[config.mk]
export PLATFORM = sky130hd
export DESIGN_NAME = vgm_command_stream_parser_core
export DESIGN_NICKNAME = d
export VERILOG_FILES = /design/src/hw/rtl/vcsp_pkg.sv /design/src/hw/rtl/vcsp_parser.sv /design/src/hw/rtl/vcsp_evt_queue.sv /design/src/hw/rtl/vgm_command_stream_parser_core.sv
export VERILOG_INCLUDE_DIRS = /design/src /design/src/hw/rtl
export SDC_FILE = /design/constraint.sdc
export NUM_CORES = 1
export LEC_CHECK = 0
export BUFFER_PORTS_ARGS = -buffer_cell sky130_fd_sc_hd__buf_2
export CAP_MARGIN = 20
export CORE_ASPECT_RATIO = 0.9
export CORE_UTILIZATION = 35
export CTS_BUF_LIST = sky130_fd_sc_hd__clkbuf_16
export DETAILED_ROUTE_END_ITERATION = 8
export PLACE_DENSITY = 0.57
export SETUP_SLACK_MARGIN = 0.15
export SYNTH_ARGS = -nofsm -noshare
export SYNTH_HDL_FRONTEND = slang
export SYNTH_SLANG_ARGS = --single-unit
[constraint.sdc]
create_clock -name i_clk -period 9 [get_ports i_clk]
set_input_delay 1.8 -clock i_clk [delete_from_list [all_inputs] [get_ports i_clk]]
set_output_delay 1.8 -clock i_clk [all_outputs]
set_load 0.01 [all_outputs]
[src/hw/rtl/vgm_command_stream_parser_core_defines.svh]
// Assertion macros shared by the parser RTL files.
`ifndef VGM_COMMAND_STREAM_PARSER_CORE_DEFINES_SVH
`define VGM_COMMAND_STREAM_PARSER_CORE_DEFINES_SVH

// Same-cycle implication, disabled while reset is asserted.
`define VCSP_ASSERT_NOW(lbl, clk, rst_n, ante, cons, msg) \
    lbl: assert property (@(posedge clk) disable iff (!rst_n) (ante) |-> (cons)) \
        else $error(msg);

// Next-cycle implication, disabled while reset is asserted.
`define VCSP_ASSERT_NEXT(lbl, clk, rst_n, ante, cons, msg) \
    lbl: assert property (@(posedge clk) disable iff (!rst_n) (ante) |=> (cons)) \
        else $error(msg);

`endif

[src/hw/rtl/vcsp_pkg.sv]
// Shared types and constants of the VGM command stream parser.
`timescale 1ns / 1ps

package vcsp_pkg;

    // Event kinds carried on the result channel.
    typedef enum logic [1:0] {
        EVT_FM   = 2'd0,
        EVT_PSG  = 2'd1,
        EVT_WAIT = 2'd2,
        EVT_END  = 2'd3
    } t_evt_kind;

    // Configuration register indexes.
    localparam logic REG_MUTE_MASK   = 1'b0;
    localparam logic REG_LOOP_OFFSET = 1'b1;

    // Command opcodes.
    localparam logic [7:0] OP_PSG      = 8'h50;
    localparam logic [7:0] OP_FM0      = 8'h52;
    localparam logic [7:0] OP_FM1      = 8'h53;
    localparam logic [7:0] OP_WAIT_16  = 8'h61;
    localparam logic [7:0] OP_WAIT_NTSC = 8'h62;
    localparam logic [7:0] OP_WAIT_PAL = 8'h63;
    localparam logic [7:0] OP_END      = 8'h66;
    localparam logic [7:0] OP_BLOCK    = 8'h67;
    localparam logic [3:0] OP_WAIT_N   = 4'h7;
    localparam logic [3:0] OP_DAC_WAIT = 4'h8;

    // Fixed values used by the commands.
    localparam logic [15:0] WAIT_NTSC   = 16'd735;
    localparam logic [15:0] WAIT_PAL    = 16'd882;
    localparam logic [7:0]  REG_KEY_ON  = 8'h28;
    localparam logic [7:0]  REG_DAC     = 8'h2A;
    localparam logic [7:0]  DAC_VALUE   = 8'h80;
    localparam logic [31:0] LOOP_BASE   = 32'h0000_001C;

    // Configuration port sizes.
    localparam int CFG_DW = 32;
    localparam int MUTE_W = 6;

    // One result word.
    typedef struct packed {
        t_evt_kind   kind;
        logic        fm_port;
        logic [7:0]  reg_addr;
        logic [7:0]  reg_value;
        logic [15:0] wait_samples;
        logic        loop_wanted;
        logic [31:0] loop_position;
        logic        run_last;
    } t_evt;

    // A byte causes at most three result words.
    localparam int MAX_EVT = 3;
    localparam int EVT_CW  = $clog2(MAX_EVT + 1);

    // Result words produced by one accepted byte.
    typedef struct packed {
        logic [EVT_CW-1:0]  cnt;
        t_evt [MAX_EVT-1:0] slot;
    } t_push;

    // Event queue geometry.
    localparam int EVQ_DEPTH = 4;
    localparam int EVQ_AW    = $clog2(EVQ_DEPTH);
    localparam int EVQ_CW    = $clog2(EVQ_DEPTH + 1);

endpackage

[src/hw/rtl/vcsp_parser.sv]
// Command parse state machine: turns each accepted byte into up to three result words.
`timescale 1ns / 1ps
`include "vgm_command_stream_parser_core_defines.svh"

module vcsp_parser
    import vcsp_pkg::*;
(
    input  logic              i_clk,
    input  logic              i_rst_n,
    input  logic              i_acc,
    input  logic [7:0]        i_byte,
    input  logic              i_fin,
    input  logic              i_wr_en,
    input  logic              i_wr_index,
    input  logic [CFG_DW-1:0] i_wr_data,
    output t_push             o_push
);

    typedef enum logic [3:0] {
        PH_OPCODE   = 4'd0,
        PH_FM_ADDR  = 4'd1,
        PH_FM_DATA  = 4'd2,
        PH_PSG_DATA = 4'd3,
        PH_WAIT_LO  = 4'd4,
        PH_WAIT_HI  = 4'd5,
        PH_BLK_HDR  = 4'd6,
        PH_BLK_LEN  = 4'd7,
        PH_BLK_DATA = 4'd8
    } t_phase;

    t_phase            r_phase, n_phase;
    logic              r_stopped, n_stopped;
    logic              r_port, n_port;
    logic [7:0]        r_addr, n_addr;
    logic [7:0]        r_lo, n_lo;
    logic [31:0]       r_blk, n_blk;
    logic [31:0]       r_skip, n_skip;
    logic [MUTE_W-1:0] r_mute;
    logic [31:0]       r_loop_offset;

    t_evt              pe0, pe1, end_evt;
    logic [EVT_CW-1:0] pcnt, cnt;
    logic              ended;
    logic [31:0]       skip_dec;
    logic [2:0]        key_ch;
    logic [MUTE_W:0]   mute_ext;
    logic              key_muted;
    t_evt [MAX_EVT-1:0] slots;

    // Build one result word; run_last is set later on the final slot.
    function automatic t_evt mk_evt(t_evt_kind kind, logic port, logic [7:0] addr,
                                    logic [7:0] val, logic [15:0] wt, logic lw,
                                    logic [31:0] lp);
        t_evt e;
        e.kind          = kind;
        e.fm_port       = port;
        e.reg_addr      = addr;
        e.reg_value     = val;
        e.wait_samples  = wt;
        e.loop_wanted   = lw;
        e.loop_position = lp;
        e.run_last      = 1'b0;
        return e;
    endfunction

    // Key-on channel code to mute bit; codes 4 and up shift down by one, so code 7 reads a zero bit.
    always_comb begin
        key_ch   = (i_byte[2:0] >= 3'd4) ? (i_byte[2:0] - 3'd1) : i_byte[2:0];
        mute_ext = {1'b0, r_mute};
        key_muted = mute_ext[key_ch];
    end

    // Parse step for the byte at the input.
    always_comb begin
        n_phase   = r_phase;
        n_stopped = r_stopped;
        n_port    = r_port;
        n_addr    = r_addr;
        n_lo      = r_lo;
        n_blk     = r_blk;
        n_skip    = r_skip;
        pe0       = '0;
        pe1       = '0;
        pcnt      = '0;
        ended     = 1'b0;
        skip_dec  = r_skip - 32'd1;
        end_evt   = mk_evt(EVT_END, 1'b0, 8'd0, 8'd0, 16'd0, 1'b0, 32'd0);

        unique case (r_phase)
            PH_OPCODE: begin
                n_port = (i_byte == OP_FM1);
                if (i_byte == OP_FM0 || i_byte == OP_FM1) begin
                    n_phase = PH_FM_ADDR;
                end else if (i_byte == OP_PSG) begin
                    n_phase = PH_PSG_DATA;
                end else if (i_byte == OP_WAIT_16) begin
                    n_phase = PH_WAIT_LO;
                end else if (i_byte == OP_WAIT_NTSC) begin
                    pe0  = mk_evt(EVT_WAIT, 1'b0, 8'd0, 8'd0, WAIT_NTSC, 1'b0, 32'd0);
                    pcnt = EVT_CW'(1);
                end else if (i_byte == OP_WAIT_PAL) begin
                    pe0  = mk_evt(EVT_WAIT, 1'b0, 8'd0, 8'd0, WAIT_PAL, 1'b0, 32'd0);
                    pcnt = EVT_CW'(1);
                end else if (i_byte == OP_END) begin
                    if (r_loop_offset != 32'd0) begin
                        pe0 = mk_evt(EVT_END, 1'b0, 8'd0, 8'd0, 16'd0, 1'b1,
                                     r_loop_offset + LOOP_BASE);
                    end else begin
                        pe0       = end_evt;
                        n_stopped = 1'b1;
                    end
                    pcnt  = EVT_CW'(1);
                    ended = 1'b1;
                end else if (i_byte == OP_BLOCK) begin
                    n_phase = PH_BLK_HDR;
                    n_skip  = 32'd2;
                end else if (i_byte[7:4] == OP_WAIT_N) begin
                    pe0  = mk_evt(EVT_WAIT, 1'b0, 8'd0, 8'd0,
                                  16'(i_byte[3:0]) + 16'd1, 1'b0, 32'd0);
                    pcnt = EVT_CW'(1);
                end else if (i_byte[7:4] == OP_DAC_WAIT) begin
                    pe0  = mk_evt(EVT_FM, 1'b0, REG_DAC, DAC_VALUE, 16'd0, 1'b0, 32'd0);
                    pe1  = mk_evt(EVT_WAIT, 1'b0, 8'd0, 8'd0, 16'(i_byte[3:0]), 1'b0,
                                  32'd0);
                    pcnt = EVT_CW'(2);
                end
            end
            PH_FM_ADDR: begin
                n_addr  = i_byte;
                n_phase = PH_FM_DATA;
            end
            PH_FM_DATA: begin
                n_phase = PH_OPCODE;
                if (!(r_addr == REG_KEY_ON && key_muted)) begin
                    pe0  = mk_evt(EVT_FM, r_port, r_addr, i_byte, 16'd0, 1'b0, 32'd0);
                    pcnt = EVT_CW'(1);
                end
            end
            PH_PSG_DATA: begin
                n_phase = PH_OPCODE;
                pe0  = mk_evt(EVT_PSG, 1'b0, 8'd0, i_byte, 16'd0, 1'b0, 32'd0);
                pcnt = EVT_CW'(1);
            end
            PH_WAIT_LO: begin
                n_lo    = i_byte;
                n_phase = PH_WAIT_HI;
            end
            PH_WAIT_HI: begin
                n_phase = PH_OPCODE;
                pe0  = mk_evt(EVT_WAIT, 1'b0, 8'd0, 8'd0, {i_byte, r_lo}, 1'b0, 32'd0);
                pcnt = EVT_CW'(1);
            end
            PH_BLK_HDR: begin
                n_skip = skip_dec;
                if (skip_dec == 32'd0) begin
                    n_phase = PH_BLK_LEN;
                    n_blk   = 32'd0;
                    n_skip  = 32'd4;
                end
            end
            PH_BLK_LEN: begin
                // Length arrives low byte first.
                n_blk  = {i_byte, r_blk[31:8]};
                n_skip = skip_dec;
                if (skip_dec == 32'd0) begin
                    if (n_blk == 32'd0) begin
                        n_phase = PH_OPCODE;
                    end else begin
                        n_skip  = n_blk;
                        n_phase = PH_BLK_DATA;
                    end
                end
            end
            PH_BLK_DATA: begin
                n_skip = skip_dec;
                if (skip_dec == 32'd0) begin
                    n_phase = PH_OPCODE;
                end
            end
            default: begin
                n_phase = PH_OPCODE;
            end
        endcase

        // The last stream byte closes the stream unless it already ended it.
        slots    = '0;
        slots[0] = pe0;
        slots[1] = pe1;
        cnt      = pcnt;
        if (i_fin && !ended) begin
            slots[pcnt] = end_evt;
            cnt         = pcnt + EVT_CW'(1);
            n_stopped   = 1'b1;
        end
        if (cnt != '0) begin
            slots[cnt - EVT_CW'(1)].run_last = 1'b1;
        end
        if (!i_acc || r_stopped) begin
            cnt = '0;
        end
        o_push.cnt  = cnt;
        o_push.slot = slots;
    end

    // Parse state and configuration registers.
    always_ff @(posedge i_clk) begin
        if (!i_rst_n) begin
            r_phase       <= PH_OPCODE;
            r_stopped     <= 1'b0;
            r_mute        <= '0;
            r_loop_offset <= '0;
        end else begin
            if (i_acc && !r_stopped) begin
                r_phase   <= n_phase;
                r_stopped <= n_stopped;
            end
            if (i_wr_en) begin
                if (i_wr_index == REG_MUTE_MASK) begin
                    r_mute <= i_wr_data[MUTE_W-1:0];
                end else begin
                    r_loop_offset <= i_wr_data[31:0];
                end
            end
        end
    end

    // Operand latches.
    always_ff @(posedge i_clk) begin
        if (i_acc && !r_stopped) begin
            r_port <= n_port;
            r_addr <= n_addr;
            r_lo   <= n_lo;
            r_blk  <= n_blk;
            r_skip <= n_skip;
        end
    end

    `VCSP_ASSERT_NEXT(a_stop_sticky, i_clk, i_rst_n, r_stopped, r_stopped, "parser left the stopped state")
    `VCSP_ASSERT_NOW(a_stop_silent, i_clk, i_rst_n, r_stopped, o_push.cnt == '0, "stopped parser produced a word")
    `VCSP_ASSERT_NEXT(a_fin_mid_cmd, i_clk, i_rst_n, i_acc && i_fin && r_phase != PH_OPCODE, r_stopped, "final byte inside a command did not stop the parser")

endmodule

[src/hw/rtl/vcsp_evt_queue.sv]
// Small event queue: takes up to three words per cycle, gives one word per cycle unless stalled.
`timescale 1ns / 1ps
`include "vgm_command_stream_parser_core_defines.svh"

module vcsp_evt_queue
    import vcsp_pkg::*;
(
    input  logic  i_clk,
    input  logic  i_rst_n,
    input  t_push i_push,
    output logic  o_full,
    output logic  o_valid,
    input  logic  i_stall,
    output t_evt  o_evt
);

    // Room for a full three-word burst is needed before the next byte is taken.
    localparam logic [EVQ_CW-1:0] FULL_AT = EVQ_CW'(EVQ_DEPTH - MAX_EVT + 1);

    t_evt [EVQ_DEPTH-1:0] r_mem;
    logic [EVQ_AW-1:0]    r_wr_ptr, r_rd_ptr;
    logic [EVQ_CW-1:0]    r_count, n_count;
    logic                 pop;

    assign pop     = (r_count != '0) && !i_stall;
    assign o_valid = (r_count != '0);
    assign o_full  = (r_count >= FULL_AT);
    assign o_evt   = r_mem[r_rd_ptr];
    assign n_count = r_count + EVQ_CW'(i_push.cnt) - EVQ_CW'(pop);

    // Each entry takes the burst slot that lands on it.
    always_ff @(posedge i_clk) begin
        for (int i = 0; i < EVQ_DEPTH; i++) begin
            logic [EVQ_AW-1:0] k;
            k = EVQ_AW'(i) - r_wr_ptr;
            if (EVT_CW'(k) < i_push.cnt) begin
                r_mem[i] <= i_push.slot[k[EVT_CW-1:0]];
            end
        end
    end

    // Pointers and fill count.
    always_ff @(posedge i_clk) begin
        if (!i_rst_n) begin
            r_wr_ptr <= '0;
            r_rd_ptr <= '0;
            r_count  <= '0;
        end else begin
            r_wr_ptr <= r_wr_ptr + EVQ_AW'(i_push.cnt);
            r_rd_ptr <= r_rd_ptr + EVQ_AW'(pop);
            r_count  <= n_count;
        end
    end

    `VCSP_ASSERT_NOW(a_no_overflow, i_clk, i_rst_n, 1'b1, r_count <= EVQ_CW'(EVQ_DEPTH), "event queue over capacity")
    `VCSP_ASSERT_NOW(a_push_room, i_clk, i_rst_n, i_push.cnt != '0, r_count < FULL_AT, "burst written into a queue without room")
    `VCSP_ASSERT_NEXT(a_idle_hold, i_clk, i_rst_n, i_push.cnt == '0 && !pop, $stable(r_count) && $stable(r_rd_ptr), "queue moved without a push or pop")

endmodule

[src/hw/rtl/vgm_command_stream_parser_core.sv]
// VGM command stream parser: top level with ports, parser and event queue.
`timescale 1ns / 1ps

// Takes one command stream byte per cycle and emits FM writes, PSG writes, waits and
// end words, one word per cycle, while neither side stalls. A byte is parsed in the
// cycle it is accepted and its zero to three words go into a four-entry event queue;
// the input stalls while the queue holds two or more words, so bytes that give at
// most one word each stream at one byte per cycle, and a byte that gives two or three
// words stalls the input. After an end word without a loop, or after a final byte that
// is not a looping end, further bytes are accepted and dropped until reset.
// Configuration writes are taken at any time and apply to bytes accepted after them.
module vgm_command_stream_parser_core
    import vcsp_pkg::*;
(
    input  logic              i_clk,
    input  logic              i_rst_n,
    input  logic              i_wr_en,
    input  logic              i_wr_index,
    input  logic [CFG_DW-1:0] i_wr_data,
    input  logic              i_valid,
    output logic              o_stall,
    input  logic [7:0]        i_stream_byte,
    input  logic              i_final_byte,
    output logic              o_valid,
    input  logic              i_stall,
    output logic [1:0]        o_event_kind,
    output logic              o_fm_port,
    output logic [7:0]        o_reg_addr,
    output logic [7:0]        o_reg_value,
    output logic [15:0]       o_wait_samples,
    output logic              o_loop_wanted,
    output logic [31:0]       o_loop_position,
    output logic              o_run_last
);

    t_push push;
    t_evt  evt;
    logic  q_full;
    logic  acc;

    assign o_stall = q_full;
    assign acc     = i_valid && !q_full;

    // Parse state machine.
    vcsp_parser u_parser (
        .i_clk      (i_clk),
        .i_rst_n    (i_rst_n),
        .i_acc      (acc),
        .i_byte     (i_stream_byte),
        .i_fin      (i_final_byte),
        .i_wr_en    (i_wr_en),
        .i_wr_index (i_wr_index),
        .i_wr_data  (i_wr_data),
        .o_push     (push)
    );

    // Output word queue.
    vcsp_evt_queue u_queue (
        .i_clk   (i_clk),
        .i_rst_n (i_rst_n),
        .i_push  (push),
        .o_full  (q_full),
        .o_valid (o_valid),
        .i_stall (i_stall),
        .o_evt   (evt)
    );

    // Result word fields.
    assign o_event_kind    = evt.kind;
    assign o_fm_port       = evt.fm_port;
    assign o_reg_addr      = evt.reg_addr;
    assign o_reg_value     = evt.reg_value;
    assign o_wait_samples  = evt.wait_samples;
    assign o_loop_wanted   = evt.loop_wanted;
    assign o_loop_position = evt.loop_position;
    assign o_run_last      = evt.run_last;

endmodule

==> summary.txt, run 1 <==
Status - completed
Pleak - 7.71 nW
Sequential cell area fraction in the yosys report - 0.603
Initial DRC count - 947
M2 GR Usage - 0.278
Register-to-Register Path Depth - 9
CP Class - input port to flip-flop
Worst path required time - 9.18 ns
Setup Skew - 0.0184 ns
Max Buffers Root-to-Sink - 3
Die area - 0.0554 mm²
Die W - 248 µm
F_max - 0.154 GHz
# DRC - 0
TritonCTS Buffers - 43
Number of enable flip-flop cells after synthesis - 349
Most used DFF post-synth - edfxtp_1
RSZ-0062 raised after global routing - false
Area Overhead vs Synth - 14.8%
GR Util All Layers - 0.181
Largest net degree at the start of global routing - 70
Max-cap violations - 0
H-Tree Depth - 2
Initial antenna violation count - 5
GR peak layer - met2
Core Area - 0.0534 mm²
DR vias/cell - 5.30
DP HPWL - 33.2 mm
Clock slew at reported path FFs - 0.06 ns
CP Launch Type - input port
Period utilisation layout - 0.721
Global-route wire length before repair - 75.8 mm
TritonCTS clock tree - built
Starting Density - 0.357
Final Max Tran Viols - 0
CP endpoint kind - flip-flop
Setup Fix Bufs, Post-CTS - 0
Nets in the synthesized netlist - 1600
FP Rows - 80
Gate Count Post-Synth - 1531
HP Class - flip-flop to flip-flop
Hold Fails Final Rpt - 0
Worst hold path cell count - 1
Yosys warning count - 0
RePlAce Congestion - 0.877
Vias - 12470
Final TNS setup - 0 ns
Final critical-path required period - 6.49 ns
Detailed Route WL - 49.9 mm
Library cells used by synthesis - 76
M3 GR Usage - 0.0354
Share of cells above drive strength 1 - 0.185
Arr. time, crit path - 6.66 ns
Crit-path max FO - 69
Buffers on Ports - 117
# clock sinks - 399
Slew margin rel. - 0.261
FFs w/ async S/R, synth - 0
Post-synthesis cell area - 0.0190 mm²
IO Pins - 118
Chip height - 223 µm
Power density over the cells - 241 mW/mm²
GRT Residual Overflow - 0
Final Setup Violations - 0
VDD IR max - 0.000123 V
Per-cell routed wire length - 21.2 µm
Final Power - 5.27 mW
# hold bufs at CTS - 0
GR Util met1 - 0.264
Vias in the first global route - 12247
Nets - 1691
CTS Root Cell - clkbuf_16
Worst-Skew Late Latency - 0.57 ns
Slew @ Worst Pin - 1.11 ns
Drt first pass iters - 5
Syn avg cell area - 12.4 µm²
Synthesized flop and latch total - 399
Detail Route Antenna Nets - 0
Post_cts resized - 0
[logic make-up after synthesis]
logic type / share of synthesized area
compound gates: 0.0569
xor+xnor: 0.0271
fa+ha+maj: 0.0156
buf+inv: 0.0274
flops: 0.603
mux: 0.0950
simple gates: 0.175
[state kept, by name, indices dropped and copies added, names as in the netlist]
| register | count |
|---|---|
| u_queue.r_count | 3 |
| u_queue.r_wr_ptr | 2 |
| u_parser.r_skip | 32 |
| u_parser.r_loop_offset | 32 |
| u_queue.r_mem | 276 |
| u_queue.r_rd_ptr | 2 |
| u_parser.r_stopped | 1 |
| u_parser.r_addr | 8 |
| u_parser.r_lo | 8 |
| u_parser.r_blk | 24 |
| u_parser.r_port | 1 |
| u_parser.r_mute | 6 |
| u_parser.r_phase | 4 |
[path summary, 6_finish.rpt]
| path | to | start | slack [ns] |
|---|---|---|---|
| max | u_queue.r_mem[191] | i_stream_byte[1] | 2.51 |
| min reg2reg | u_parser.r_stopped | u_parser.r_stopped | 0.50 |
| max reg2reg | u_queue.r_mem[191] | u_parser.r_phase[3] | 3.97 |
| min | u_parser.r_stopped | u_parser.r_stopped | 0.50 |
[cells in the mapped netlist (4+ instances only)]
library cell	count	area, µm²
edfxtp_1	349	10500
nor2_1	232	871
nand2_1	149	559
and2_1	93	582
clkbuf_1	82	308
mux4_2	71	1600
nor3_1	59	295
dfxtp_1	50	1000
a21boi_0	34	255
xnor2_1	32	280
inv_1	30	113
xor2_1	27	236
nor4_1	26	163
a22o_1	25	219
nand3_1	23	115
o21ai_0	23	115
ha_1	19	238
nand4_1	18	113
nor2b_1	15	93.8
a21oi_1	13	65.1
or3_1	13	81.3
mux2i_1	12	120
mux2_2	8	90.1
and3_1	7	43.8
nand2b_1	7	43.8
or2_2	7	43.8
or4_1	7	52.6
buf_1	6	22.5
nor4b_1	6	52.6
o22ai_1	5	31.3
o2bb2ai_1	5	43.8
a22oi_1	4	30.0
and4_1	4	35.0
buf_6	4	45.0
o32ai_1	4	35.0
[layout by cell type (no fill, tap or decap), drive strengths merged, types with 8 or more instances in the layout]
cell      n
edfxtp  349
nor2    232
nand2   149
buf     142
and2     93
mux4     71
nor3     61
dfxtp    50
clkbuf   45
inv      37
a21boi   34
xnor2    32
xor2     27
nor4     26
a22o     25
o21ai    24
nand3    23
clkinv   21
ha       19
nand4    18
nor2b    15
or3      14
a21oi    13
mux2i    12
mux2      8
or4       8
[metal layers]
| metal | vias to the layer above | part of all wire |
|---|---|---|
| li1 | 5814 | - |
| met1 | 6241 | 0.46 |
| met2 | 342 | 0.46 |
| met3 | 65 | 0.061 |
| met4 | 8 | 0.018 |
| met5 | - | 0.00096 |
[per-stage QoR]
stage,instance area (µm²),hold WS [ns],setup slack [ns],cells,util
2_1_floorplan,19000,0.455,0.189,1531,-
3_3_place_gp,20300,0.468,2.18,2269,0.381
3_5_place_dp,20400,0.478,1.95,2272,0.382
4_1_cts,21800,0.496,2.52,2350,0.409
5_1_grt,21900,0.530,2.19,2352,0.410
6_report,21900,0.499,2.51,2353,0.410
[final cells by class]
type / instances / area, µm²
multi-input combinational: 1003 / 7090
fill: 5011 / 31500
clock inverter: 33 / 307
antenna: 1 / 2.50
sequential: 399 / 11500
tap: 697 / 872
inverter: 33 / 124
clock buffer: 45 / 1130
timing repair buffer: 142 / 861
[critical path: stages]
cell and delay, ns:
buf_2 0.25, clkinv_1 0.34, ha_1 0.43, mux4_2 0.34, a221oi_1 0.09, o21a_1 0.27, nor4_1 0.74, ha_1 0.39
and2_1 0.16, o21ai_0 0.46, ha_1 0.37, a21oi_4 0.12, buf_4 0.82
[where the power goes]
| group | total, mW | internal, mW | switching (mW) |
|---|---|---|---|
| clock | 1.81 | 1.08 | 0.732 |
| sequential | 2.35 | 2.25 | 0.0955 |
| combinational | 1.12 | 0.472 | 0.643 |
| total | 5.27 | 3.80 | 1.47 |
(Power assumes the default switching activity.)
==> run 2: changes to the inputs <==
- PLACE_DENSITY: 0.57 -> 0.55
- clock period: 9 -> 6.7 ns (I/O delays scaled with it)
==> run 2 against run 1 <==
Effect of this change:
- largest power group unchanged
- clock skew fell by 0.0017 ns
- clock power rose by 41%
- sequential power grew 34%
- register-to-register slack worse by 2.2 ns
- critical path depth is the same
==> summary.txt, run 2 (synthesized netlist as in run 1, its figures left out) <==
Period utilisation layout - 0.875
Final core occ - 0.414 (was 0.410)
GR Util All Layers - 0.182 (was 0.181)
# DRC - 0 (unchanged)
Final Setup Violations - 0 (unchanged)
Detailed Route WL - 49.9 mm (about the same)
Slew margin rel. - 0.217 (was 0.261)
Worst path required time - 6.99 ns (was 9.18 ns)
GRT Residual Overflow - 0 (unchanged)
Crit-path max FO - 37 (was 69)
TritonCTS clock tree - built (unchanged)
Flip-flop count of the largest register after layout - 276 (unchanged)
Status - completed (unchanged)
Final worst setup slack - 0.838 ns (was 2.51 ns)
CP Class - input port to flip-flop (unchanged)
Detail Route Antenna Nets - 0 (unchanged)
Setup Fix Bufs, Post-CTS - 0 (unchanged)
Max Buffers Root-to-Sink - 3 (unchanged)
RR Endpoint - u_queue.r_mem[75] (was u_queue.r_mem[191])
Arr. time, crit path - 6.15 ns (was 6.66 ns)
Power density over the cells - 328 mW/mm² (was 241 mW/mm²)
Die W - 248 µm (unchanged)
Setup Skew - 0.0166 ns (was 0.0184 ns)
Per-cell routed wire length - 21.1 µm (was 21.2 µm)
FF-to-FF Start - u_parser.r_addr[7] (was u_parser.r_phase[3])
CP Launch Type - input port (unchanged)
Largest regs - u_queue.r_mem x276, u_parser.r_loop_offset x32, u_parser.r_skip x32 (unchanged)
GR Util met1 - 0.271 (was 0.264)
Worst setup path startpoint - i_stream_byte[0] (was i_stream_byte[1])
IO Pins - 118 (unchanged)
Worst-Skew Late Latency - 0.58 ns (was 0.57 ns)
Die area - 0.0554 mm² (unchanged)
# clock sinks - 399 (unchanged)
Initial antenna violation count - 2 (was 5)
Chip height - 223 µm (unchanged)
Most common cell after layout, fill and taps aside - edfxtp_1 (unchanged)
H-Tree Depth - 2 (unchanged)
HP Class - flip-flop to flip-flop (unchanged)
Layout fillers - 4944 (was 5011)
FP Rows - 80 (unchanged)
DR vias/cell - 5.30 (about the same)
Post-place setup slack - 0.262 ns (was 1.95 ns)
Post_cts resized - 0 (unchanged)
RSZ-0062 raised after global routing - false (unchanged)
Most frequent cells in the layout - 349 x edfxtp_1, 231 x nor2_1, 148 x nand2_1, 117 x buf_2, 93 x and2_1 (was 349 x edfxtp_1, 231 x nor2_1, 149 x nand2_1, 117 x buf_2, 93 x and2_1)
Reg2reg setup slack - 1.81 ns (was 3.97 ns)
Share of cells above drive strength 1 - 0.194 (was 0.185)
Starting Density - 0.357 (unchanged)
Vias - 12540 (was 12470)
Global-route wire length before repair - 76.6 mm (was 75.8 mm)
Nets - 1702 (was 1691)
Final Max Tran Viols - 0 (unchanged)
# hold bufs at CTS - 0 (unchanged)
Clock slew at reported path FFs - 0.06 ns (about the same)
Max-cap violations - 0 (unchanged)
Drt first pass iters - 5 (unchanged)
Core Area - 0.0534 mm² (unchanged)
DP HPWL - 33.4 mm (was 33.2 mm)
TritonCTS Buffers - 45 (was 43)
Hold Fails Final Rpt - 0 (unchanged)
Initial DRC count - 973 (was 947)
Final TNS setup - 0 ns (unchanged)
Final critical-path required period - 5.86 ns
Vias in the first global route - 12334 (was 12247)
GR peak layer - met2 (unchanged)
VDD IR max - 0.000167 V (was 0.000123 V)
F_max - 0.171 GHz
Slew @ Worst Pin - 1.17 ns (was 1.11 ns)
Crit path to - u_queue.r_mem[75] (was u_queue.r_mem[191])
Pleak - 7.83 nW (was 7.71 nW)
Largest net degree at the start of global routing - 70 (unchanged)
M3 GR Usage - 0.0326 (was 0.0354)
Largest reg by FF count - u_queue.r_mem (unchanged)
Buffers on Ports - 117 (unchanged)
Register-to-Register Path Depth - 10 (was 9)
CTS Root Cell - clkbuf_16 (unchanged)
Area Overhead vs Synth - 16.0% (was 14.8%)
CP endpoint kind - flip-flop (unchanged)
M2 GR Usage - 0.276 (was 0.278)
RePlAce Congestion - 0.871 (was 0.877)
-- run 2: worst max-delay path, stage by stage --
cell	delay [ns]
buf_2	0.28
inv_1	0.24
ha_1	0.39
mux4_2	0.35
a221oi_1	0.10
o21a_1	0.27
nor4_1	0.74
ha_1	0.39
and2_1	0.16
o21ai_0	0.47
inv_1	0.21
fa_4	0.83
buf_12	0.30
-- run 2: where the power goes --
group | switching (mW) | leakage [nW] | internal [mW]
logic | 0.852 | 3.12 | 0.680
registers | 0.141 | 3.93 | 3.02
clock network | 1.01 | 0.782 | 1.54
total | 2.00 | 7.83 | 5.24
-- run 2: how the worst min path moves through the flow --
stage | startpoint | to | depth (start not counted) | slack [ns]
2_1_floorplan | u_parser.r_stopped | u_parser.r_stopped | 1 | 0.46
3_3_place_gp | u_parser.r_stopped | u_parser.r_stopped | 1 | 0.47
3_5_place_dp | u_parser.r_stopped | u_parser.r_stopped | 1 | 0.48
4_1_cts | u_parser.r_loop_offset[3] | u_parser.r_loop_offset[3] | 2 | 0.49
5_1_grt | u_parser.r_stopped | u_parser.r_stopped | 1 | 0.52
6_report | u_parser.r_stopped | u_parser.r_stopped | 1 | 0.49
-- run 2: metrics by stage --
step | cells | instance area, µm² | hold slack (ns) | power (mW)
after detailed placement | 2280 | 20500 | 0.478 | 4.79
after CTS | 2364 | 22000 | 0.486 | 7.34
after floorplan | 1531 | 19100 | 0.455 | 4.11
after global routing | 2367 | 22100 | 0.519 | 7.54
after global placement | 2280 | 20500 | 0.468 | 4.77
final | 2368 | 22100 | 0.491 | 7.24
-- run 2: layout make-up --
| type | instances | area, µm² | share of cell area |
|---|---|---|---|
| multi-input combinational | 1003 | 7090 | 0.321 |
| antenna | 1 | 2.50 | 0.000113 |
| clock inverter | 37 | 359 | 0.0163 |
| sequential | 399 | 11500 | 0.520 |
| inverter | 33 | 124 | 0.00561 |
| tap | 697 | 872 | 0.0395 |
| timing repair buffer | 151 | 976 | 0.0442 |
| clock buffer | 47 | 1180 | 0.0532 |
-- run 2: routing by layer --
metal  routed length (µm)  share of wire
met2                22800           0.46
met1                23700           0.47
met3                 2730          0.055
met4                  735          0.015
met5                   11        0.00022
